### src/buddy_page_allocator_defines.svh
// Assertion macros for the buddy page allocator.
// Used by the top level only; expects clk and rst_n in scope.
`ifndef BUDDY_PAGE_ALLOCATOR_DEFINES_SVH
`define BUDDY_PAGE_ALLOCATOR_DEFINES_SVH

`define BPA_ASSERT_IMP(name, cond, expr, msg) \
  name: assert property (@(posedge clk) disable iff (!rst_n) (cond) |-> (expr)) \
    else $error(msg);

`define BPA_ASSERT_NXT(name, cond, expr, msg) \
  name: assert property (@(posedge clk) disable iff (!rst_n) (cond) |=> (expr)) \
    else $error(msg);

`endif

### src/bpa_pkg.sv
// Shared constants, codes and types for the buddy page allocator.
// No dependencies.
`default_nettype none
package bpa_pkg;
  localparam int MAX_PAGES   = 4096;
  localparam int PAGE_W      = 12;
  localparam int LINK_W      = 13;
  localparam int ORDER_COUNT = 11;
  localparam int ORD_W       = 4;
  localparam int BASE_W      = 11;
  localparam int CNT_W       = 10;
  localparam int META_W      = 5;

  localparam logic [LINK_W-1:0] NIL = LINK_W'(MAX_PAGES);
  localparam logic [ORD_W-1:0] ORD_MAX = ORD_W'(ORDER_COUNT - 1);

  localparam logic [1:0] REQ_INIT  = 2'd0;
  localparam logic [1:0] REQ_ALLOC = 2'd1;
  localparam logic [1:0] REQ_FREE  = 2'd2;

  localparam logic [1:0] ST_OK      = 2'd0;
  localparam logic [1:0] ST_NO_FREE = 2'd1;
  localparam logic [1:0] ST_BAD_ORD = 2'd2;
  localparam logic [1:0] ST_BAD_REQ = 2'd3;

  localparam logic CFG_POOL = 1'b0;

  typedef struct packed {
    logic [PAGE_W-1:0] buddy;
    logic              in_pool;
    logic              aligned;
    logic              fits;
  } bpa_bud_t;
endpackage
`default_nettype wire

### src/bpa_buddy.sv
// Shared buddy unit: buddy page, pool bounds, alignment and fit of a chunk.
// Depends on bpa_pkg.
`default_nettype none
module bpa_buddy (
  input  wire logic [bpa_pkg::PAGE_W-1:0] page,
  input  wire logic [bpa_pkg::ORD_W-1:0]  order,
  input  wire logic [bpa_pkg::BASE_W-1:0] base_lo,
  input  wire logic [bpa_pkg::LINK_W-1:0] act_pages,
  output bpa_pkg::bpa_bud_t               res
);
  import bpa_pkg::*;

  logic [BASE_W-1:0] abs_lo;
  logic [BASE_W-1:0] mask;
  logic [LINK_W-1:0] pw;
  logic [LINK_W-1:0] up;
  logic              hi_bit;

  always_comb begin
    abs_lo = base_lo + page[BASE_W-1:0];
    mask   = (BASE_W'(1) << order) - BASE_W'(1);
    pw     = LINK_W'(1) << order;
    up     = LINK_W'(page) + pw;
    hi_bit = (order < ORD_W'(ORDER_COUNT)) ? abs_lo[order] : 1'b0;
    res.aligned = ((abs_lo & mask) == '0);
    res.fits    = ((LINK_W + 1)'(page) + (LINK_W + 1)'(pw)) <= (LINK_W + 1)'(act_pages);
    if (!hi_bit) begin
      res.buddy   = up[PAGE_W-1:0];
      res.in_pool = up < act_pages;
    end else begin
      res.buddy   = PAGE_W'(LINK_W'(page) - pw);
      res.in_pool = LINK_W'(page) >= pw;
    end
  end
endmodule
`default_nettype wire

### config.mk
export PLATFORM = sky130hd
export DESIGN_NAME = bpa_buddy
export DESIGN_NICKNAME = d
export VERILOG_FILES = /design/src/buddy_page_allocator_defines.svh /design/src/bpa_pkg.sv /design/src/bpa_buddy.sv
export SDC_FILE = /design/constraint.sdc
export NUM_CORES = 1
export LEC_CHECK = 0
export BUFFER_PORTS_ARGS = -buffer_cell sky130_fd_sc_hd__buf_4
export CORE_ASPECT_RATIO = 0.9
export CORE_MARGIN = 10
export CORE_UTILIZATION = 30
export DETAILED_ROUTE_END_ITERATION = 12
export GPL_TIMING_DRIVEN = 0
export PLACE_DENSITY = 0.59
export SYNTH_ARGS = -nofsm -noshare
export SYNTH_HDL_FRONTEND = slang
export SYNTH_SLANG_ARGS = --single-unit
### constraint.sdc
create_clock -name vclk -period 6.55
set_clock_uncertainty 0.1 [all_clocks]
set_input_delay 0.9825 -clock vclk [all_inputs]
set_output_delay 0.9825 -clock vclk [all_outputs]
set_load 0.05 [all_outputs]
==> reports/qor.csv <==
stage;metric;value;unit
critical_path;worst_setup_path_start_kind;input pin;
global_route;grt_pass1_wl;12.85;mm
critical_path;path_delay_family;compound AO/OA/AOI/OAI gates;
final_layout;n_clock_buffer;0;
power;power.density_cell_area;111.8;nW/um^2
synthesis;synth_sequential_area_ratio;0;%
placement;port-buffer-count;55;
drt;per_cell_routed_wire_length;14.57;um
floorplan;core-area;8608;sq um
critical_path;critPathSlowestCell;sky130_fd_sc_hd__mux2_2;
synthesis;synth_area_leader_cell;sky130_fd_sc_hd__ha_1;
synthesis;synth.lib_cells_used.distinct;65;
drt;vias_per_inst;4.998;
power;peakVddDrop;0.05421;mV
synthesis;synthCells;374;
power;power.leakage;1.588;nW
critical_path;crit_top_cell;sky130_fd_sc_hd__a21oi_2;
final_layout;proportion_of_layout_cells_with_a_drive_suffix_above_1;23.84;%
timing;max-slew-margin-rel;63.05;%
final_layout;nNetsFinal;526;
final_layout;antennaDiodeCount;0;
synthesis;simple_gate_portion_of_the_synthesized_area;25.95;%
floorplan;initial_core_util;30.76;%
global_route;grt_antenna_before_repair;0;
synthesis;synth_top_family_by_area;compound AO/OA/AOI/OAI gates;
synthesis;synth_compound_gate_area_share;31.19;%
floorplan;die_w;119.0;um
synthesis;adder_and_majority_gate_portion_of_the_synthesized_area;25.43;%
drt;drc;0;
global_route;grt_overflow_total;0;
synthesis;yosysWarningCount;0;
floorplan;row_count;32;
placement;routabilityCongestion;0.8451;
global_route;first_global_vias;2637;
final_layout;nFillCells;951;
final_layout;area_taken_by_multi_input_logic_gates;2466;sq um
final_layout;area_growth;23.96;%
synthesis;synth_xor_area_share;6.947;%
status;status;completed;
floorplan;pin_count;55;
critical_path;criticalPathCategory;input pin to output pin;
final_layout;final_util;38.13;%
final_layout;final_cell_mix;sky130_fd_sc_hd__buf_4 (58), sky130_fd_sc_hd__ha_1 (48), sky130_fd_sc_hd__inv_1 (41);
timing;hold_violations;0;
final_layout;nFlopsAndLatches;0;
timing;worstMarginPinSlew;0.5502;ns
final_layout;final-seq-area;0;sq um
critical_path;cp-end-kind;output pin;
final_layout;finish.instance_area;3282;sq um
timing;final.hold.worst_slack;2.441;ns
drt;routed_wl;8.030;mm
critical_path;cp_data_arrival_time;5.18;ns
final_layout;most_common_cell_after_layout_fill_and_taps_aside;sky130_fd_sc_hd__buf_4;
drt;dr_vias;2754;
synthesis;synth.area.mux_share;1.749;%
critical_path;critical_path_peak_fanout;10;
drt;drt_first_pass_iters;4;
global_route;globalRouteTotalUtil;11.42;%
placement;dp_hpwl;7.043;mm
global_route;grt_max_degree;11;
timing;max_clock_freq;0.1596;GHz
clocking;cts_hold_buffers;0;
drt;ant_nets;0;
drt;drt_first_iter_violations;116;
critical_path;worst-endpoint-required;5.47;ns
timing;period_minus_slack;6.266;ns
timing;finalSetupViolCount;0;
synthesis;ys_top_cells_by_area;sky130_fd_sc_hd__ha_1 (23%), sky130_fd_sc_hd__inv_1 (5.8%), sky130_fd_sc_hd__xnor2_1 (5.3%), sky130_fd_sc_hd__a21oi_1 (5.1%), sky130_fd_sc_hd__nand2_1 (4.3%);
timing;fin_tns_setup;0;ns
synthesis;synthesis.area;2648;sq um
run;cap_viol_max_count;0;
timing;finalCritPeriodShare;95.66;%
worst_hold_path;holdCritPathClass;input pin to output pin;
synthesis;syn_avg_cell_area;7.079;sq um
placement;placed_cell_area;3209;sq um
floorplan;floorplan.die_area;12990;sq um
synthesis;synth_top_cell_area_share;23.16;%
critical_path;cp_num_buf_inv;5;
power;power;0.3668;mW
synthesis;mappedNetlistNets;466;
critical_path;cp_slowest_stage_delay;0.38;ns
critical_path;worstPathCellList;buf_4, buf_2, or2_2, nor2_4, inv_1, ha_2, nand2b_4, a21oi_2, o21bai_1, a21oi_2, o21a_1, mux2_2, a2111oi_4, inv_1, ha_1, a21o_1, a21o_1, a21oi_1, o21ai_1, a21oi_2, a31oi_1, a21oi_1, buf_4;
timing;slew_viol_final;0;
floorplan;floorplan.die.height;109.1;um
-- cell usage after synthesis (all sizes together) (4+ instances only) --
cell / n
a211oi: 8
a21o: 11
a21oi: 29
a22oi: 5
and3: 5
buf: 9
clkbuf: 6
ha: 49
inv: 41
nand2: 31
nand2b: 13
nand3: 7
nand4: 4
nor2: 27
nor2b: 8
nor3: 19
o211ai: 4
o21a: 6
o21ai: 11
o21bai: 8
or2: 8
xnor2: 16
xor2: 5
-- path summary, 6_finish.rpt --
check | end | start | depth (start not counted)
setup / recovery | res[0] | order[2] | 23
hold / removal | res[1] | order[3] | 4
-- routing by layer --
metal / global-route usage (%) / part of all wire [%] / vias up / wire [um]
met2: 20.40 / 48 / 48 / 3858
met5: 0 / 0 / - / 0
met3: 1.034 / 3.9 / 0 / 314
met4: 0 / 0 / 0 / 0
li1: - / - / 1447 / -
met1: 15.45 / 48 / 1259 / 3857
-- metrics by stage --
step	worst slack, ns	cells
global route	-0.01743	551
detailed placement	-0.3400	548
global placement	-0.3694	548
floorplan	0.01477	374
finish	0.2843	551
CTS	0.03608	549
-- power by group --
group / internal, mW / total [mW] / switching [mW]
sequential: 0 / 0 / 0
combinational: 0.142 / 0.367 / 0.225
clock: 0 / 0 / 0
-- what timing repair did --
item,4_1_cts,5_1_grt
setup buffers,1,2
pin swaps,1,3
gates resized for setup,5,7
endpoints found under the setup margin,2,2
-- area by class of cell --
| cell class | count | area share [%] |
|---|---|---|
| Timing Repair Buffer | 58 | 13.27 |
| Tap cell | 119 | 4.537 |
| Buffer | 15 | 2.249 |
| Inverter | 42 | 4.804 |
| Multi-Input combinational cell | 317 | 75.14 |
-- kinds of logic (layout without fill, tap and decap cells) --
logic type	after synthesis	count (layout)
muxes	4	4
AOI/OAI and AO/OA	107	107
buffers and inverters	57	115
and+or+nand+nor	133	133
xor gates and xnor gates	21	21
adders and majority gates	52	52
Note: power is estimated with default switching activity, not from simulation.
