**src/buddy_page_allocator_defines.svh**
```systemverilog
// Assertion macros for the buddy page allocator.
// Used by the top level only; expects clk and rst_n in scope.
`ifndef BUDDY_PAGE_ALLOCATOR_DEFINES_SVH
`define BUDDY_PAGE_ALLOCATOR_DEFINES_SVH

`define BPA_ASSERT_IMP(name, cond, expr, msg) \
  name: assert property (@(posedge clk) disable iff (!rst_n) (cond) |-> (expr)) \
    else $error(msg);

`define BPA_ASSERT_NXT(name, cond, expr, msg) \
  name: assert property (@(posedge clk) disable iff (!rst_n) (cond) |=> (expr)) \
    else $error(msg);

`endif

```
**src/bpa_ram.sv**
```systemverilog
// Generic single-write, single-read RAM with registered read data.
// No dependencies.
`default_nettype none
module bpa_ram #(
  parameter int WIDTH = 8,
  parameter int DEPTH = 16
) (
  input  wire logic                     clk,
  input  wire logic                     we,
  input  wire logic [$clog2(DEPTH)-1:0] waddr,
  input  wire logic [WIDTH-1:0]         wdata,
  input  wire logic [$clog2(DEPTH)-1:0] raddr,
  output logic      [WIDTH-1:0]         rdata
);
  logic [WIDTH-1:0] mem [DEPTH];

  always_ff @(posedge clk) begin
    if (we) begin
      mem[waddr] <= wdata;
    end
    rdata <= mem[raddr];
  end
endmodule
`default_nettype wire

```
**config.mk**
```make
export PLATFORM = sky130hd
export DESIGN_NAME = bpa_ram
export DESIGN_NICKNAME = d
export VERILOG_FILES = /design/src/buddy_page_allocator_defines.svh /design/src/bpa_ram.sv
export SDC_FILE = /design/constraint.sdc
export NUM_CORES = 1
export LEC_CHECK = 0
export ABC_CLOCK_PERIOD_IN_PS = 5000
export BUFFER_PORTS_ARGS = -buffer_cell sky130_fd_sc_hd__buf_2
export CAP_MARGIN = 20
export CELL_PAD_IN_SITES_DETAIL_PLACEMENT = 2
export CELL_PAD_IN_SITES_GLOBAL_PLACEMENT = 2
export CORE_MARGIN = 2
export CORE_UTILIZATION = 52
export CTS_BUF_LIST = sky130_fd_sc_hd__clkbuf_16
export DETAILED_ROUTE_END_ITERATION = 6
export PLACE_DENSITY_LB_ADDON = 0.12
export SLEW_MARGIN = 10
export SYNTH_ARGS = -nofsm -noshare
export SYNTH_HDL_FRONTEND = slang
export SYNTH_SLANG_ARGS = --single-unit
```
**constraint.sdc**
```tcl
create_clock -name clk -period 5 [get_ports clk]
set_input_delay 0.25 -clock clk [delete_from_list [all_inputs] [get_ports clk]]
set_output_delay 0.25 -clock clk [all_outputs]
set_load 0.1 [all_outputs]
```
==> results.py, run 1 <==
metrics = {
    "run_status": {
        "outcome": "completed",
    },
    "clocking": {
        "htree_num_levels": 4,
        "tritoncts_clock_tree": "done",
        "clk_latency_ns": 0.42,
        "cts_repair_resize_count": 0,
        "cts_hold_buffers": 0,
        "buffers_inserted_by_post_cts_timing_repair": 0,
        "cts-root-buf": "sky130_fd_sc_hd__clkbuf_16",
        "clk_transition_reported_paths_ns": 0.06,
        "clk_path_buf_depth": 2,
        "cts_buf_count": 17,
        "clock-sinks": 136,
    },
    "critical_path": {
        "crit_arrival_ns": 1.78,
        "worstSetupStartpoint": "waddr[2]",
        "worst_ep_required_time_ns": 5.12,
        "worst-path-max-fanout": 5,
        "critical_path.reg2reg.startpoint": "mem[9][2]",
        "startpoint_to_endpoint_class_of_the_critical_path": "primary input to flip-flop",
        "critical_path.endpoint_type": "flip-flop",
        "worstSetupStartpointType": "primary input",
    },
    "global_routing": {
        "global_route_met1_utilization": 0.371,
        "grt_use_met3": 0.0504,
        "track_usage": 0.261,
        "grt_pass1_vias": 2680,
        "wire_length_of_the_first_global_routing_pass_um": 18400,
        "met2_usage": 0.414,
        "antenna_found_initial": 0,
        "grt.busiest_layer": "met2",
        "grt_remaining_overflow": 0,
        "grt_start_max_net_pins": 33,
    },
    "floorplan": {
        "die_y_um": 103,
        "die_area_um2": 10700,
        "core_area_um2": 9680,
        "io_pins": 26,
        "initial_utilization": 0.532,
        "floorplan.die.width_um": 103,
        "floorplan.rows": 36,
    },
    "power": {
        "power_density_nw_per_um2": 441,
        "vdd_drop_max_mv": 0.263,
        "power.leakage_nw": 1.99,
        "fin_total_pwr_mw": 2.64,
    },
    "finish": {
        "finalNetCount": 287,
        "final_std_cells_w_o_fill": 415,
        "areaGrowthSynthToFinish_pct": 16.0,
        "postLayoutCoreUtil": 0.617,
        "antenna_diode_count": 0,
        "fraction_of_final_layout_cells_with_drive_strength_greater_than_1": 0.287,
    },
    "yosys": {
        "netlist_area_um2": 5150,
        "synthDistinctLibCells": 19,
        "synthCells": 229,
        "post_syn_area_per_cell_um2": 22.5,
        "synth_fp_nets": 247,
        "synth-warning-count": 0,
        "synth.yosys.seq_area_share": 0.778,
        "synth_seq_cells": 136,
    },
    "timing": {
        "transition_time_at_the_pin_with_the_least_slew_margin_ns": 1.11,
        "finalCriticalPeriod_ns": 1.67,
        "rsz0062_at_grt": "false",
        "final_worst_path_period_share": 0.333,
        "final_hold_slack_ns": 0.231,
        "slew-limit-headroom": 0.259,
        "timing.fmax_mhz": 600,
        "final_max_slew_viol_count": 0,
        "final_hold_viol_count": 0,
        "final_sum_of_negative_setup_slack_ns": 0,
        "setup_violations": 0,
        "post_route_clock_skew_ns": 0.00635,
    },
    "min_path": {
        "path_class_of_the_lowest_slack_min_delay_path": "primary input to flip-flop",
        "holdCritStartpoint": "wdata[1]",
    },
    "job": {
        "maxCapViolations": 0,
    },
    "route": {
        "via_count": 2473,
        "avgRoutedWirePerCell_um": 30.4,
        "route.detailed.drc": 0,
        "drt_first_iter_violations": 182,
        "post_drt_via_cell_ratio": 5.96,
        "route.final.wire_length_um": 12600,
        "drtAntennaViolNets": 0,
        "drt_pass1_iterations": 4,
    },
    "placement": {
        "port_buffers": 25,
        "dp.cells": 380,
        "hpwl_um": 7530,
        "routabilityCongestion": 0.692,
    },
}
-- path summary, 6_finish.rpt --
path	to	slack, ns	depth (start not counted)
max	mem[0][6]	3.33	4
min	mem[5][1]	0.23	1
max reg2reg	rdata[2]	3.55	3
min reg2reg	rdata[7]	0.70	3
-- critical path, cell delays in order --
cell                     delay, ns
sky130_fd_sc_hd__buf_2        0.12
sky130_fd_sc_hd__or3b_2       0.53
sky130_fd_sc_hd__nor3_1       0.59
sky130_fd_sc_hd__buf_4        0.30
-- cells in the final DEF, fill, tap and decap left out, drive strengths merged --
cell type	synthesis	routed
edfxtp	128	128
mux4	32	32
buf	7	31
clkbuf	0	17
a22oi	16	16
nor2	13	13
nand2	9	9
dfxtp	8	8
clkinvlp	0	6
inv	0	5
nor3	4	4
clkinv	0	3
nand3b	2	2
nand2b	2	2
nor2b	1	1
and2	1	1
and2b	1	1
nand3	1	1
or3b	1	1
bufinv	0	1
-- state kept, by name, summed over array words and instances (netlist names) --
signal	cells
mem	128
rdata	8
-- layer usage --
layer / vias up / wire [um]
met5: - / 0
met4: 0 / 111
met3: 10 / 621
met2: 81 / 6510
met1: 1324 / 5370
li1: 1058 / -
-- power breakdown --
| group | switching, mW | internal [mW] | leakage, nW | total [mW] |
|---|---|---|---|---|
| Combinational | 0.128 | 0.0479 | 0.508 | 0.176 |
| Clock | 0.491 | 0.684 | 0.261 | 1.18 |
| Sequential | 0.00920 | 1.27 | 1.22 | 1.28 |
-- logic make-up (layout without fill, tap and decap cells) --
| kind of cell | count (synthesis) | in the layout | share of synthesized area |
|---|---|---|---|
| flip-flops | 136 | 136 | 0.778 |
| AND/OR/NAND/NOR | 35 | 35 | 0.0318 |
| multiplexers | 32 | 32 | 0.150 |
| AO/OA/AOI/OAI | 16 | 16 | 0.0233 |
| buffers and inverters | 10 | 63 | 0.0168 |
-- synth_stat cells --
master                              n  area, um2
sky130_fd_sc_hd__edfxtp_1         128       3840
sky130_fd_sc_hd__mux4_2            18        405
sky130_fd_sc_hd__a22oi_1           16        120
sky130_fd_sc_hd__mux4_1            14        368
sky130_fd_sc_hd__nor2_1            13       48.8
sky130_fd_sc_hd__nand2_1            9       33.8
sky130_fd_sc_hd__dfxtp_1            8        160
sky130_fd_sc_hd__nor3_1             4       20.0
sky130_fd_sc_hd__buf_2              3       15.0
sky130_fd_sc_hd__buf_6              3       33.8
sky130_fd_sc_hd__clkdlybuf4s25_2    3       30.0
sky130_fd_sc_hd__nand2b_1           2       12.5
sky130_fd_sc_hd__nand3b_1           2       15.0
sky130_fd_sc_hd__and2_1             1       6.26
sky130_fd_sc_hd__and2b_1            1       7.51
sky130_fd_sc_hd__buf_4              1       7.51
sky130_fd_sc_hd__nand3_1            1       5.00
sky130_fd_sc_hd__nor2b_1            1       6.26
sky130_fd_sc_hd__or3b_2             1       8.76
-- metrics by stage --
stage / area [um2] / setup slack [ns]
3_3_place_gp: 5370 / 2.71
6_report: 5970 / 3.33
4_1_cts: 5940 / 3.03
2_1_floorplan: 5150 / 3.26
5_1_grt: 5970 / 3.32
3_5_place_dp: 5380 / 2.66
-- area by class of cell --
cell class,count,area [um2]
Sequential cell,136,4000
Clock buffer,17,425
Clock inverter,15,131
Tap cell,133,166
Fill cell,761,3710
Multi-Input combinational cell,83,1060
Timing Repair Buffer,31,183
Note: power is estimated with default switching activity, not from simulation.
==> run 2: changes to the inputs <==
--- a/config.mk
+++ b/config.mk
@@ -5,13 +5,13 @@
 export SDC_FILE = /design/constraint.sdc
 export NUM_CORES = 1
 export LEC_CHECK = 0
-export ABC_CLOCK_PERIOD_IN_PS = 5000
+export ABC_CLOCK_PERIOD_IN_PS = 1300
 export BUFFER_PORTS_ARGS = -buffer_cell sky130_fd_sc_hd__buf_2
 export CAP_MARGIN = 20
 export CELL_PAD_IN_SITES_DETAIL_PLACEMENT = 2
 export CELL_PAD_IN_SITES_GLOBAL_PLACEMENT = 2
 export CORE_MARGIN = 2
-export CORE_UTILIZATION = 52
+export CORE_UTILIZATION = 43
 export CTS_BUF_LIST = sky130_fd_sc_hd__clkbuf_16
 export DETAILED_ROUTE_END_ITERATION = 6
 export PLACE_DENSITY_LB_ADDON = 0.12
==> constraint.sdc (replaced) <==
create_clock -name clk -period 1.3 [get_ports clk]
set_input_delay 0.065 -clock clk [delete_from_list [all_inputs] [get_ports clk]]
set_output_delay 0.065 -clock clk [all_outputs]
set_load 0.1 [all_outputs]
==> run 2 against run 1 <==
Effect of this change: sequential share of layout area is 3.2 points lower; wire length down 4.8%; the run now ends with negative setup slack left; utilization down 7.4 points; critical endpoint is now rdata[0]; combinational power rose to 4.3 times the previous value; worst hold slack got worse by 0.20 ns.
==> results.py, run 2 (synthesized netlist as in run 1, its figures left out) <==
metrics = {
    "floorplan": {
        "die_area_um2": 12900,
        "initial_utilization": 0.445,
        "floorplan.rows": 39,
        "core_area_um2": 11600,
        "die_y_um": 113,
        "floorplan.die.width_um": 113,
        "io_pins": 26,
    },
    "timing": {
        "final_sum_of_negative_setup_slack_ns": -0.0305,
        "post_route_clock_skew_ns": 0.00812,
        "slew-limit-headroom": 0.366,
        "setup_violations": 2,
        "timing.fmax_mhz": 753,
        "transition_time_at_the_pin_with_the_least_slew_margin_ns": 0.948,
        "fin_ws_ns": -0.0273,
        "final_max_slew_viol_count": 0,
        "final_hold_viol_count": 0,
        "final_worst_path_period_share": 1.02,
        "finalCriticalPeriod_ns": 1.33,
        "rsz0062_at_grt": "true",
        "final_hold_slack_ns": 0.0355,
    },
    "finish": {
        "antenna_diode_count": 0,
        "biggestRegsByFlops": "mem (128), rdata (8)",
        "final_cell_mix": "128 x sky130_fd_sc_hd__edfxtp_1, 33 x sky130_fd_sc_hd__buf_4, 26 x sky130_fd_sc_hd__mux4_2",
        "most_common_cell_after_layout_fill_and_taps_aside": "sky130_fd_sc_hd__edfxtp_1",
        "fraction_of_final_layout_cells_with_drive_strength_greater_than_1": 0.402,
        "finalNetCount": 316,
        "largest_register_ff_count": 128,
        "areaGrowthSynthToFinish_pct": 21.9,
        "largest_register": "mem",
    },
    "route": {
        "post_drt_via_cell_ratio": 5.66,
        "route.detailed.drc": 0,
        "avgRoutedWirePerCell_um": 26.5,
        "drtAntennaViolNets": 0,
        "via_count": 2569,
        "drt_pass1_iterations": 4,
        "drt_first_iter_violations": 198,
        "route.final.wire_length_um": 12000,
    },
    "global_routing": {
        "wire_length_of_the_first_global_routing_pass_um": 18100,
        "grt_remaining_overflow": 0,
        "grt_start_max_net_pins": 18,
        "antenna_found_initial": 0,
        "track_usage": 0.206,
        "grt_pass1_vias": 2816,
    },
    "clocking": {
        "clock-sinks": 136,
        "cts_buf_count": 17,
        "clk_path_buf_depth": 2,
        "cts-root-buf": "sky130_fd_sc_hd__clkbuf_16",
        "clk_transition_reported_paths_ns": 0.05,
        "cts_hold_buffers": 0,
        "htree_num_levels": 4,
        "tritoncts_clock_tree": "done",
        "buffers_inserted_by_post_cts_timing_repair": 0,
        "clk_latency_ns": 0.42,
    },
    "min_path": {
        "min_to": "mem[4][7]",
        "worst_hold_path.num_cells": 1,
        "holdCritStartpoint": "wdata[7]",
        "path_class_of_the_lowest_slack_min_delay_path": "primary input to flip-flop",
    },
    "critical_path": {
        "critical_path.reg2reg.startpoint": "mem[9][0]",
        "worst_ep_required_time_ns": 1.61,
        "worst-r2r-cell-count": 4,
        "crit_arrival_ns": 1.64,
        "r2r_end": "rdata[0]",
        "worstSetupStartpointType": "flip-flop",
        "r2r_setup_slk_ns": -0.03,
        "critical_path.endpoint_type": "flip-flop",
        "startpoint_to_endpoint_class_of_the_critical_path": "flip-flop to flip-flop",
        "worst-path-max-fanout": 1,
    },
    "placement": {
        "routabilityCongestion": 0.714,
        "hpwl_um": 7920,
        "port_buffers": 25,
        "place_ws_ns": -0.239,
    },
    "power": {
        "fin_total_pwr_mw": 10.1,
        "power.leakage_nw": 2.15,
        "power_density_nw_per_um2": 1610,
        "vdd_drop_max_mv": 1.48,
    },
    "run_status": {
        "outcome": "finished, violations left",
        "violations": "negative setup slack",
    },
    "job": {
        "maxCapViolations": 0,
    },
}
## run 2: changes by cell type in the layout (fill, tap and decap cells not counted), moves of 3 or more
cell / change
sky130_fd_sc_hd__clkinvlp_4: -5
sky130_fd_sc_hd__mux4_1: -8
sky130_fd_sc_hd__mux4_2: +8
sky130_fd_sc_hd__buf_4: +28
sky130_fd_sc_hd__clkinv_1: +5
sky130_fd_sc_hd__buf_12: +4
sky130_fd_sc_hd__inv_6: -3
sky130_fd_sc_hd__a22oi_2: +10
sky130_fd_sc_hd__buf_2: -3
sky130_fd_sc_hd__a22oi_1: -10
sky130_fd_sc_hd__clkinv_2: +4
## run 2: metal layers
layer,up-vias,wire length (um),share of wire,global-route usage
met4,0,185,0.015,0.0707
met1,1383,5410,0.45,0.276
li1,1106,-,-,-
met3,16,426,0.035,0.0574
met2,64,5980,0.50,0.330
met5,-,0,0,0
## run 2: final cells by class
class                      count  area, um2
fill                         984       5290
timing repair buffer          60        458
clock buffer                  17        425
tap                          143        179
multi-input combinational     83       1090
sequential                   136       4000
clock inverter                15        119
## run 2: repair_timing
item,in CTS,in global routing
pin swaps,4,1
gates resized for setup,17,6
setup endpoints to repair,11,8
## run 2: critical path: stages, from the launching register on
cell and delay (ns):
sky130_fd_sc_hd__edfxtp_1 0.37, sky130_fd_sc_hd__mux4_2 0.47, sky130_fd_sc_hd__a22oi_2 0.19, sky130_fd_sc_hd__buf_4 0.16, sky130_fd_sc_hd__nand2_2 0.04
## run 2: how the worst max path moves through the flow
| stage | start | end | slack [ns] | cells past startpoint |
|---|---|---|---|---|
| floorplan | waddr[2] | mem[3][0] | -0.03 | 2 |
| global placement | raddr[0] | rdata[7] | -0.18 | 6 |
| detailed placement | raddr[0] | rdata[5] | -0.24 | 5 |
| CTS | mem[15][0] | rdata[0] | -0.04 | 4 |
| global route | mem[15][0] | rdata[0] | -0.06 | 4 |
| finish | mem[9][0] | rdata[0] | -0.03 | 4 |
## run 2: through the flow
stage | std cells | util | area (um2)
3_5_place_dp | 422 | 0.492 | 5700
2_1_floorplan | 229 | - | 5150
3_3_place_gp | 422 | 0.492 | 5700
6_report | 454 | 0.542 | 6270
5_1_grt | 454 | 0.542 | 6270
4_1_cts | 454 | 0.542 | 6260
## run 2: where the power goes
| group | switching (mW) | internal, mW |
|---|---|---|
| clock network | 1.67 | 2.74 |
| logic | 0.505 | 0.257 |
| registers | 0.0408 | 4.91 |
| total | 2.21 | 7.91 |
==> run 3: changes to the inputs <==
--- a/config.mk
+++ b/config.mk
@@ -10,7 +10,7 @@
 export CAP_MARGIN = 20
 export CELL_PAD_IN_SITES_DETAIL_PLACEMENT = 2
 export CELL_PAD_IN_SITES_GLOBAL_PLACEMENT = 2
-export CORE_MARGIN = 2
+export CORE_MARGIN = 3
 export CORE_UTILIZATION = 43
 export CTS_BUF_LIST = sky130_fd_sc_hd__clkbuf_16
 export DETAILED_ROUTE_END_ITERATION = 6
==> run 3 against run 2 <==
Effect of this change: the flow still finishes with violations (negative setup slack); largest cell class unchanged; sequential cell count stayed put; clock skew is 0.0023 ns lower; register-to-register slack worse by 0.02 ns; count of clock-buffer cells in the layout stayed put; critical path depth is 1 lower; combinational power hardly changed.
==> results.py, run 3 (synthesized netlist as in run 1, its figures left out) <==
metrics = {
    "run_status": {
        "outcome": "finished, violations left",
        "violations": "negative setup slack",
    },
    "global_routing": {
        "grt_pass1_vias": 2892,
        "wire_length_of_the_first_global_routing_pass_um": 20200,
        "grt_start_max_net_pins": 17,
        "antenna_found_initial": 0,
        "track_usage": 0.229,
        "grt_remaining_overflow": 0,
    },
    "clocking": {
        "clk_latency_ns": 0.42,
        "clk_path_buf_depth": 2,
        "tritoncts_clock_tree": "done",
        "htree_num_levels": 4,
        "buffers_inserted_by_post_cts_timing_repair": 0,
        "clock-sinks": 136,
        "clk_transition_reported_paths_ns": 0.06,
        "cts-root-buf": "sky130_fd_sc_hd__clkbuf_16",
        "cts_buf_count": 17,
    },
    "placement": {
        "port_buffers": 25,
        "place_area_um2": 5690,
        "routabilityCongestion": 0.754,
        "hpwl_um": 9040,
    },
    "timing": {
        "setup_violations": 4,
        "post_route_clock_skew_ns": 0.00583,
        "slew-limit-headroom": 0.275,
        "finalCriticalPeriod_ns": 1.35,
        "transition_time_at_the_pin_with_the_least_slew_margin_ns": 1.09,
        "final_worst_path_period_share": 1.04,
        "rsz0062_at_grt": "true",
        "final_hold_viol_count": 0,
        "timing.fmax_mhz": 740,
        "final_max_slew_viol_count": 0,
        "final_hold_slack_ns": 0.0323,
        "fin_ws_ns": -0.0506,
    },
    "critical_path": {
        "worstSetupStartpoint": "mem[3][6]",
        "worst_ep_required_time_ns": 1.58,
        "startpoint_to_endpoint_class_of_the_critical_path": "flip-flop to flip-flop",
        "critical_path.reg2reg.startpoint": "mem[3][6]",
        "worstSetupStartpointType": "flip-flop",
        "r2r_end": "rdata[6]",
        "critical_path.endpoint_type": "flip-flop",
        "worst-r2r-cell-count": 3,
        "worst-path-max-fanout": 1,
        "crit_arrival_ns": 1.64,
        "crit_path_end": "rdata[6]",
        "r2r_setup_slk_ns": -0.05,
    },
    "power": {
        "power_density_nw_per_um2": 1670,
        "vdd_drop_max_mv": 1.39,
        "power.leakage_nw": 2.16,
    },
    "route": {
        "post_drt_via_cell_ratio": 5.73,
        "route.final.wire_length_um": 13800,
        "drt_pass1_iterations": 4,
        "drt_first_iter_violations": 253,
        "drtAntennaViolNets": 0,
        "via_count": 2607,
        "avgRoutedWirePerCell_um": 30.3,
        "route.detailed.drc": 0,
    },
    "finish": {
        "largest_register": "mem",
        "fillCellCount": 977,
        "largest_register_ff_count": 128,
        "areaGrowthSynthToFinish_pct": 22.2,
        "seqCellArea_um2": 4000,
        "final_cell_mix": "128 x sky130_fd_sc_hd__edfxtp_1, 34 x sky130_fd_sc_hd__buf_4, 26 x sky130_fd_sc_hd__mux4_2",
        "antenna_diode_count": 0,
        "finalNetCount": 317,
        "multi_input_area_um2": 1070,
        "stdcell_area_um2": 6290,
        "most_common_cell_after_layout_fill_and_taps_aside": "sky130_fd_sc_hd__edfxtp_1",
        "fraction_of_final_layout_cells_with_drive_strength_greater_than_1": 0.407,
        "biggestRegsByFlops": "mem (128), rdata (8)",
    },
    "floorplan": {
        "floorplan.die.width_um": 115,
        "io_pins": 26,
        "die_y_um": 115,
        "core_area_um2": 11600,
        "initial_utilization": 0.445,
        "die_area_um2": 13300,
        "floorplan.rows": 39,
    },
    "job": {
        "maxCapViolations": 0,
    },
    "min_path": {
        "path_class_of_the_lowest_slack_min_delay_path": "primary input to flip-flop",
    },
}
[run 3: cell count changes in the layout (fill, tap and decap cells not counted), sizes merged]
cell | previous run | this run
buf | 60 | 61
bufinv | 2 | 3
clkinvlp | 1 | 2
inv | 2 | 0
[run 3: layer usage]
| metal | routed length (um) | GRT usage | share of wire |
|---|---|---|---|
| met2 | 6850 | 0.361 | 0.50 |
| met5 | 0 | 0 | 0 |
| met4 | 184 | 0.0806 | 0.013 |
| met1 | 6150 | 0.315 | 0.45 |
| met3 | 595 | 0.0538 | 0.043 |
[run 3: how the worst min path moves through the flow]
stage	cells past startpoint	startpoint	to	slack, ns
after global routing	1	wdata[3]	mem[0][3]	0.03
after global placement	1	wdata[3]	mem[5][3]	0.45
after floorplan	0	wdata[0]	mem[0][0]	0.16
final	1	wdata[0]	mem[12][0]	0.03
after CTS	1	wdata[3]	mem[0][3]	0.01
after detailed placement	1	wdata[3]	mem[7][3]	0.46
[run 3: critical path, stage by stage (launching register included)]
cell and delay, ns:
sky130_fd_sc_hd__edfxtp_1 0.38, sky130_fd_sc_hd__mux4_2 0.49, sky130_fd_sc_hd__a22oi_1 0.21, sky130_fd_sc_hd__nand2_1 0.14
[run 3: what timing repair did]
action,in CTS,in global routing
gates cloned,0,0
pin swaps,6,1
endpoints found under the setup margin,10,8
gates resized for setup,15,3
hold buffers,0,0
[run 3: through the flow]
stage / TNS [ns] / cells / utilization / total power [mW] / setup slack, ns
2_1_floorplan: -0.863 / 229 / - / 5.48 / -0.0311
3_3_place_gp: -2.32 / 423 / 0.492 / 5.73 / -0.178
3_5_place_dp: -3.80 / 423 / 0.492 / 5.77 / -0.297
4_1_cts: -0.227 / 455 / 0.544 / 10.6 / -0.0673
5_1_grt: -0.506 / 455 / 0.544 / 10.8 / -0.106
6_report: -0.153 / 455 / 0.544 / 10.5 / -0.0506
[run 3: report_power, final]
part	internal (mW)	total [mW]	switching, mW
Clock	2.98	4.81	1.83
Sequential	4.90	4.94	0.0380
Combinational	0.244	0.761	0.517
[run 3: final cells by class]
class                   count  share of cell area
multi-input cells          83               0.170
clock inverters            15              0.0255
flip-flops and latches    136               0.636
well taps                 143              0.0284
repair buffers             61              0.0716
clock buffers              17              0.0676
